**src/rtl/core/min_heap_build_defines.svh**
```systemverilog
// Assertion macros for the min-heap build block.
// Included by the top level; depends on nothing else.
`ifndef MIN_HEAP_BUILD_DEFINES_SVH
`define MIN_HEAP_BUILD_DEFINES_SVH

// Same-cycle implication, checked on every clock edge outside reset.
`define MHB_ASSERT_IMP(label, clk, rst, ante, cons, msg) \
  label: assert property (@(posedge clk) disable iff (rst) (ante) |-> (cons)) \
    else $error(msg);

// Next-cycle implication, checked on every clock edge outside reset.
`define MHB_ASSERT_NXT(label, clk, rst, ante, cons, msg) \
  label: assert property (@(posedge clk) disable iff (rst) (ante) |=> (cons)) \
    else $error(msg);

`endif

```
**src/rtl/core/mhb_pkg.sv**
```systemverilog
// Shared constants and types of the min-heap build block.
// Used by the engine and the top level; depends on nothing.
package mhb_pkg;

  localparam int MAX_ELEMENTS = 64;
  localparam int DATA_W       = 32;
  localparam int INDEX_W      = 6;
  localparam int ADDR_W       = $clog2(MAX_ELEMENTS);
  localparam int CNT_W        = $clog2(MAX_ELEMENTS + 1);
  // Child positions 2*i+1 and 2*i+2 need one bit above the address plus headroom.
  localparam int CHILD_W      = ADDR_W + 2;

  localparam logic [CNT_W-1:0] MAX_COUNT = CNT_W'(MAX_ELEMENTS);

  typedef struct packed {
    logic signed [DATA_W-1:0] value;
    logic                     last_value;
  } item_t;

  typedef struct packed {
    logic signed [DATA_W-1:0] heap_value;
    logic [INDEX_W-1:0]       heap_index;
    logic                     last_result;
    logic                     overflowed;
  } result_t;

  // Load request from the engine into the output register.
  typedef struct packed {
    logic    load;
    result_t result;
  } emit_t;

  // Port requests from the engine to the element memory.
  typedef struct packed {
    logic              we;
    logic [ADDR_W-1:0] waddr;
    logic [DATA_W-1:0] wdata;
    logic [ADDR_W-1:0] raddr;
  } ram_req_t;

endpackage

```
**src/rtl/core/mhb_ram.sv**
```systemverilog
// Generic single-write, single-read RAM with a registered read port.
// Depends on nothing.
module mhb_ram #(
  parameter int WIDTH = 32,
  parameter int DEPTH = 64
) (
  input  logic                     clk,
  input  logic                     we,
  input  logic [$clog2(DEPTH)-1:0] waddr,
  input  logic [WIDTH-1:0]         wdata,
  input  logic [$clog2(DEPTH)-1:0] raddr,
  output logic [WIDTH-1:0]         rdata
);

  logic [WIDTH-1:0] mem [DEPTH];

  always_ff @(posedge clk) begin
    if (we) begin
      mem[waddr] <= wdata;
    end
    rdata <= mem[raddr];
  end

endmodule

```
**src/rtl/core/mhb_engine.sv**
```systemverilog
// Sequencer of the min-heap build: load, Floyd sift-down and emission.
// Depends on mhb_pkg; drives the ports of the element memory.
module mhb_engine (
  input  logic                           clk,
  input  logic                           rst,
  input  logic                           item_valid,
  output logic                           item_ready,
  input  mhb_pkg::item_t                 item,
  input  logic                           out_free,
  output mhb_pkg::emit_t                 emit,
  output mhb_pkg::ram_req_t              ram_req,
  input  logic [mhb_pkg::DATA_W-1:0]     ram_rdata
);

  typedef enum logic [2:0] {
    S_LOAD,
    S_PARENT,
    S_CUR,
    S_CHILD,
    S_LEFT,
    S_RIGHT,
    S_EREAD,
    S_EOUT
  } state_t;

  state_t                           state;
  logic [mhb_pkg::CNT_W-1:0]        count;
  logic                             ovf;
  logic [mhb_pkg::ADDR_W-1:0]       parent;
  logic [mhb_pkg::ADDR_W-1:0]       pos;
  logic [mhb_pkg::ADDR_W-1:0]       k;
  logic signed [mhb_pkg::DATA_W-1:0] cur;
  logic signed [mhb_pkg::DATA_W-1:0] lval;

  logic signed [mhb_pkg::DATA_W-1:0] rd;
  logic [mhb_pkg::CHILD_W-1:0]      left;
  logic [mhb_pkg::CHILD_W-1:0]      right;
  logic [mhb_pkg::CHILD_W-1:0]      count_ext;
  logic                             has_left;
  logic                             has_right;
  logic                             has_room;
  logic [mhb_pkg::CNT_W-1:0]        cnt_after;
  logic                             right_win;
  logic [mhb_pkg::CHILD_W-1:0]      best;
  logic signed [mhb_pkg::DATA_W-1:0] best_val;
  logic                             emit_last;

  assign rd        = $signed(ram_rdata);
  assign left      = {1'b0, pos, 1'b1};
  assign right     = left + mhb_pkg::CHILD_W'(1);
  assign count_ext = mhb_pkg::CHILD_W'(count);
  assign has_left  = left < count_ext;
  assign has_right = right < count_ext;
  assign has_room  = count < mhb_pkg::MAX_COUNT;
  assign cnt_after = has_room ? count + mhb_pkg::CNT_W'(1) : count;
  // The left child wins a tie between the children.
  assign right_win = rd < lval;
  assign best      = right_win ? right : left;
  assign best_val  = right_win ? rd : lval;
  assign emit_last = (mhb_pkg::CNT_W'(k) + mhb_pkg::CNT_W'(1)) == count;

  assign item_ready = (state == S_LOAD);

  always_comb begin
    ram_req.we    = 1'b0;
    ram_req.waddr = pos;
    ram_req.wdata = cur;
    ram_req.raddr = pos;
    emit.load                = 1'b0;
    emit.result.heap_value   = rd;
    emit.result.heap_index   = mhb_pkg::INDEX_W'(k);
    emit.result.last_result  = emit_last;
    emit.result.overflowed   = ovf;
    unique case (state)
      S_LOAD: begin
        if (item_valid && has_room) begin
          ram_req.we    = 1'b1;
          ram_req.waddr = count[mhb_pkg::ADDR_W-1:0];
          ram_req.wdata = item.value;
        end
      end
      S_PARENT: ram_req.raddr = parent;
      S_CUR: ;
      S_CHILD: begin
        if (has_left) begin
          ram_req.raddr = left[mhb_pkg::ADDR_W-1:0];
        end else begin
          ram_req.we = 1'b1;
        end
      end
      S_LEFT: begin
        if (has_right) begin
          ram_req.raddr = right[mhb_pkg::ADDR_W-1:0];
        end else begin
          ram_req.we = 1'b1;
          if (rd < cur) begin
            ram_req.wdata = rd;
          end
        end
      end
      S_RIGHT: begin
        ram_req.we = 1'b1;
        if (best_val < cur) begin
          ram_req.wdata = best_val;
        end
      end
      S_EREAD: ram_req.raddr = k;
      S_EOUT:  emit.load = 1'b1;
      default: ;
    endcase
  end

  always_ff @(posedge clk) begin
    if (rst) begin
      state  <= S_LOAD;
      count  <= '0;
      ovf    <= 1'b0;
      parent <= '0;
      pos    <= '0;
      k      <= '0;
    end else begin
      unique case (state)
        S_LOAD: begin
          if (item_valid) begin
            count <= cnt_after;
            if (!has_room) begin
              ovf <= 1'b1;
            end
            if (item.last_value) begin
              k <= '0;
              if (cnt_after < mhb_pkg::CNT_W'(2)) begin
                state <= S_EREAD;
              end else begin
                parent <= mhb_pkg::ADDR_W'((cnt_after >> 1) - mhb_pkg::CNT_W'(1));
                pos    <= mhb_pkg::ADDR_W'((cnt_after >> 1) - mhb_pkg::CNT_W'(1));
                state  <= S_PARENT;
              end
            end
          end
        end
        S_PARENT: state <= S_CUR;
        S_CUR: begin
          cur   <= rd;
          state <= S_CHILD;
        end
        S_CHILD: begin
          if (has_left) begin
            state <= S_LEFT;
          end else if (parent == '0) begin
            state <= S_EREAD;
          end else begin
            parent <= parent - mhb_pkg::ADDR_W'(1);
            pos    <= parent - mhb_pkg::ADDR_W'(1);
            state  <= S_PARENT;
          end
        end
        S_LEFT: begin
          lval <= rd;
          if (has_right) begin
            state <= S_RIGHT;
          end else if (rd < cur) begin
            pos   <= left[mhb_pkg::ADDR_W-1:0];
            state <= S_CHILD;
          end else if (parent == '0) begin
            state <= S_EREAD;
          end else begin
            parent <= parent - mhb_pkg::ADDR_W'(1);
            pos    <= parent - mhb_pkg::ADDR_W'(1);
            state  <= S_PARENT;
          end
        end
        S_RIGHT: begin
          if (best_val < cur) begin
            pos   <= best[mhb_pkg::ADDR_W-1:0];
            state <= S_CHILD;
          end else if (parent == '0) begin
            state <= S_EREAD;
          end else begin
            parent <= parent - mhb_pkg::ADDR_W'(1);
            pos    <= parent - mhb_pkg::ADDR_W'(1);
            state  <= S_PARENT;
          end
        end
        S_EREAD: begin
          // The read is issued only once the output register will be empty.
          if (out_free) begin
            state <= S_EOUT;
          end
        end
        S_EOUT: begin
          if (emit_last) begin
            count <= '0;
            ovf   <= 1'b0;
            state <= S_LOAD;
          end else begin
            k     <= k + mhb_pkg::ADDR_W'(1);
            state <= S_EREAD;
          end
        end
        default: state <= S_LOAD;
      endcase
    end
  end

endmodule

```
**src/rtl/core/min_heap_build.sv**
```systemverilog
// Top level of the min-heap build block: engine, element memory, output register.
// Depends on mhb_pkg, mhb_ram, mhb_engine and min_heap_build_defines.svh.
//
//   channel  direction  handshake                payload
//   item     in         item_valid / item_ready  mhb_pkg::item_t
//   heap     out        heap_valid / heap_ready  mhb_pkg::result_t
//
// Loading takes one element per cycle. After the marked element the block builds the
// heap: S_PARENT and S_CUR fetch each parent, then per level S_CHILD, S_LEFT and S_RIGHT
// read the children and compare, skipping states for missing children (one read port).
// Each result is read in S_EREAD, held until the output frees, and loaded in S_EOUT.
// Nothing is taken after the marked element until the last result is loaded for output.
// Reset (rst, synchronous) empties the load and the output register.
`include "min_heap_build_defines.svh"

module min_heap_build (
  input  logic             clk,
  input  logic             rst,
  input  logic             item_valid,
  output logic             item_ready,
  input  mhb_pkg::item_t   item,
  output logic             heap_valid,
  input  logic             heap_ready,
  output mhb_pkg::result_t heap
);

  mhb_pkg::emit_t                emit;
  mhb_pkg::ram_req_t             ram_req;
  logic [mhb_pkg::DATA_W-1:0]    ram_rdata;
  logic                          out_free;

  assign out_free = !heap_valid || heap_ready;

  mhb_engine u_engine (
    .clk        (clk),
    .rst        (rst),
    .item_valid (item_valid),
    .item_ready (item_ready),
    .item       (item),
    .out_free   (out_free),
    .emit       (emit),
    .ram_req    (ram_req),
    .ram_rdata  (ram_rdata)
  );

  mhb_ram #(
    .WIDTH (mhb_pkg::DATA_W),
    .DEPTH (mhb_pkg::MAX_ELEMENTS)
  ) u_store (
    .clk   (clk),
    .we    (ram_req.we),
    .waddr (ram_req.waddr),
    .wdata (ram_req.wdata),
    .raddr (ram_req.raddr),
    .rdata (ram_rdata)
  );

  always_ff @(posedge clk) begin
    if (rst) begin
      heap_valid <= 1'b0;
    end else if (emit.load) begin
      heap_valid <= 1'b1;
    end else if (heap_ready) begin
      heap_valid <= 1'b0;
    end
  end

  always_ff @(posedge clk) begin
    if (emit.load) begin
      heap <= emit.result;
    end
  end

  `MHB_ASSERT_IMP(a_load_into_free, clk, rst, emit.load, !heap_valid, "result loaded over a pending one")
  `MHB_ASSERT_NXT(a_busy_while_emitting, clk, rst, heap_valid && heap_ready && !heap.last_result, !item_ready, "input taken during emission")
  `MHB_ASSERT_NXT(a_load_after_last, clk, rst, emit.load && emit.result.last_result, item_ready, "no return to loading after the final result")

endmodule

```
**config.mk**
```make
export PLATFORM = sky130hd
export DESIGN_NAME = min_heap_build
export DESIGN_NICKNAME = d
export VERILOG_FILES = /design/src/rtl/core/mhb_pkg.sv /design/src/rtl/core/mhb_ram.sv /design/src/rtl/core/mhb_engine.sv /design/src/rtl/core/min_heap_build.sv
export VERILOG_INCLUDE_DIRS = /design/src /design/src/rtl/core
export SDC_FILE = /design/constraint.sdc
export NUM_CORES = 2
export LEC_CHECK = 0
export BUFFER_PORTS_ARGS = -buffer_cell sky130_fd_sc_hd__buf_2
export CAP_MARGIN = 10
export CORE_ASPECT_RATIO = 0.6
export CORE_MARGIN = 1
export CORE_UTILIZATION = 25
export DETAILED_ROUTE_END_ITERATION = 6
export PLACE_DENSITY = 0.4
export SYNTH_ARGS = -nofsm -noshare
export SYNTH_HDL_FRONTEND = slang
export SYNTH_SLANG_ARGS = --single-unit
```
**constraint.sdc**
```tcl
create_clock -name clk -period 8.6 [get_ports clk]
set_input_delay 0.43 -clock clk [delete_from_list [all_inputs] [get_ports clk]]
set_output_delay 0.43 -clock clk [all_outputs]
set_load 0.005 [all_outputs]
```
==> results.sh <==
export IMPL_outcome="completed"
export IMPL_cts_sinks=2214
export IMPL_reg2reg_to="u_store.mem[15][21]"
export IMPL_grt_pass1_vias=54100
export IMPL_syn_avg_cell_area_sq_um=15.9
export IMPL_drv_cap=0
export IMPL_min_to="heap_valid"
export IMPL_clock_path_buffers=4
export IMPL_regToRegStartpoint="u_store.rdata[17]"
export IMPL_min_from="rst"
export IMPL_ys_types=88
export IMPL_first_pass_iters=5
export IMPL_max_freq_ghz=0.136
export IMPL_p_comb_share_pct=42.4
export IMPL_seqPwrFrac_pct=34.9
export IMPL_core_sq_mm=0.363
export IMPL_drtIter0Drc=5759
export IMPL_preCtsSetupSlack_ns=1.47
export IMPL_yosysWarnings=0
export IMPL_crit_type="reg2reg"
export IMPL_async_reset_ff_share_pct=0
export IMPL_num_fill_cells=36100
export IMPL_synth_top_cell_area_share_pct=70.5
export IMPL_p_leak_nw=34.0
export IMPL_tritoncts="done"
export IMPL_fin_crit_sh_pct=85.8
export IMPL_yosysSeqAreaShare_pct=71.9
export IMPL_clkPwrFrac_pct=22.6
export IMPL_rows=171
export IMPL_min_path_type="in2reg"
export IMPL_slew_violations=0
export IMPL_wl_mm=320
export IMPL_max_slew_margin_rel_pct=18.8
export IMPL_path_clk_slew_ns=0.06
export IMPL_endpoint_kind="flop"
export IMPL_grt_setup_unrepaired="no"
export IMPL_power_share_switching_pct=40.2
export IMPL_cts_buffers=212
export IMPL_arrival_ns=7.92
export IMPL_grt_pass1_wl_mm=446
export IMPL_synth_edff_count=2152
export IMPL_clock_latency_ns=0.89
export IMPL_worstPathMaxFanout=64
export IMPL_nNetsFinal=6045
export IMPL_intPower_mw=25.1
export IMPL_synth_area_leaders="edfxtp_1, mux4_2, nand2_1"
export IMPL_setup_tns_ns=0
export IMPL_worst_r2r_cell_count=18
export IMPL_peakVddDrop_v=0.000242
export IMPL_p_sw_mw=16.9
export IMPL_die_w_um=784
export IMPL_setup_slack_ns=1.22
export IMPL_netlist_area_sq_mm=0.0917
export IMPL_setup_viol=0
export IMPL_start_util_pct=25.2
export IMPL_ant_nets=0
export IMPL_syn_nets=5895
export IMPL_report_final_hold_viol_count=0
export IMPL_htree_levels=4
export IMPL_drc=0
export IMPL_ios=79
export IMPL_regToRegSetupSlack_ns=1.22
export IMPL_grtUsageTotal_pct=16.8
export IMPL_post_synth_top_count_cell="edfxtp_1"
export IMPL_wl_per_cell_um=29.3
export IMPL_dr_total_vias=55700
export IMPL_syn_inst=5747
export IMPL_areaGrowthSynthToFinish_pct=16.1
export IMPL_period_minus_slack_ns=7.38
export IMPL_via_per_inst=5.11
export IMPL_synth_largest_area_cell="edfxtp_1"
export IMPL_antenna_found_initial=13
export IMPL_die_area_sq_mm=0.369
export IMPL_critPathLaunchType="flop"
export IMPL_synth_common_cells="edfxtp_1, nand2_1, clkbuf_1, o21ai_0, mux4_2"
export IMPL_power_density_mw_per_mm2=395
export IMPL_synth_seq_cells=2214
export IMPL_synth_flop_cell="edfxtp_1"
export IMPL_cp_required_ns=9.15
export IMPL_crit_start="u_store.rdata[17]"
export IMPL_overflow=0
export IMPL_layout_drive_gt1_share_pct=18.0
export IMPL_place_congestion=0.830
export IMPL_worst_pin_slew_ns=1.22
export IMPL_io_buffers=78
export IMPL_chipHeight_um=471
export IMPL_finClkSkew_ns=0.0502
export IMPL_hold_depth=2
export IMPL_cts_root_buf="clkbuf_16"
export IMPL_grt_max_degree=106
export IMPL_dp_hpwl_mm=194
==> worst max-delay path, cell delays in order, from the launching register on <==
cell and delay (ns):
dfxtp_1 0.47, ha_1 0.30, a21oi_1 0.17, o21ai_0 0.26
a221o_1 0.44, o21a_1 0.28, nor3_2 0.81, buf_4 0.52
o21ai_0 0.21, ha_1 0.39, nor2_1 0.15, or4_1 0.69
nor2_1 0.19, nor3_1 0.11, nor3_4 0.58, buf_4 0.38
a31oi_1 0.17, o211ai_1 0.19, buf_4 0.56
==> power groups by stage <==
stage	logic, mW	clock network (mW)	registers, mW
global placement	18.1	0	14.9
detailed placement	18.0	0	14.9
floorplan	10.1	0	15.0
global route	19.0	10.1	14.7
CTS	18.0	9.74	14.7
finish	17.8	9.52	14.7
==> registers in the layout, indices dropped and copies added, names as in the netlist <==
register,flops
u_engine.lval,32
u_engine.cur,32
heap,40
u_store.rdata,32
u_engine.count,7
u_engine.ovf,1
u_engine.parent,6
u_engine.state,3
heap_valid,1
u_engine.k,6
u_engine.pos,6
u_store.mem,2048
==> through the flow <==
step	hold WS, ns	power (mW)	area [sq um]	util (%)	cells
floorplan	0.406	25.1	91700	-	5747
global placement	0.419	33.0	99600	27.4	10500
detailed placement	0.426	32.9	99600	27.4	10500
CTS	0.0221	42.5	106000	29.3	10900
global route	0.0913	43.9	106000	29.3	10900
finish	0.0844	42.1	106000	29.3	10900
==> placed cells by master, fill, tap and decap left out, types with 68 or more instances in the layout <==
master     count
edfxtp_1    2152
nand2_1      574
o21ai_0      275
mux4_2       250
buf_4        227
clkbuf_16    217
mux2i_1      178
nand3_1      163
nor2_1       134
and3_1       131
a2111oi_0    129
a21oi_1      123
ha_1         111
a211oi_1     101
inv_1         80
a31oi_1       79
buf_2         78
nor2_4        71
a311oi_1      68
==> timing repair <==
item | CTS | global route
endpoints found under the hold margin | 1 | 0
setup buffers | 0 | 0
gates resized for setup | 0 | 0
hold buffers | 1 | 0
==> cell families (layout without fill, tap and decap cells) <==
kind of cell	after synthesis	in the layout	share of synthesized area (%)
AND/OR/NAND/NOR	1246	1246	6.18
multiplexers	439	439	8.22
adder cells (fa/ha/maj)	111	111	1.52
XOR/XNOR	23	23	0.220
flip-flops	2214	2214	71.9
AO/OA/AOI/OAI	1216	1216	9.70
other	0	5	0
buffers and inverters	498	813	2.31
==> worst max path at each step <==
| stage | to | slack (ns) | cells past startpoint |
|---|---|---|---|
| global route | u_store.mem[15][21] | 0.83 | 18 |
| floorplan | u_store.mem[0][31] | 2.26 | 21 |
| finish | u_store.mem[15][21] | 1.22 | 18 |
| CTS | u_store.mem[55][21] | 1.39 | 18 |
| detailed placement | u_store.mem[48][21] | 1.47 | 18 |
| global placement | u_store.mem[26][30] | 1.41 | 18 |
==> cell type report <==
class	instances	area, sq um	share of cell area [%]
inverters	81	305	0.287
repair buffers	353	3050	2.86
flip-flops and latches	2214	65900	61.9
clock buffers	259	5620	5.28
clock inverters	120	1110	1.05
diodes	5	12.5	0.0118
well taps	4844	6060	5.70
multi-input cells	3035	24400	22.9
==> routing by layer <==
layer / up-vias / GRT usage, % / share of wire [%]
li1: 23500 / - / -
met1: 30000 / 28.2 / 52
met2: 1932 / 22.4 / 39
met3: 335 / 2.73 / 6.5
met4: 6 / 2.70 / 1.5
met5: - / 0 / 0.011
No activity file was read; power rests on OpenSTA's default activity.
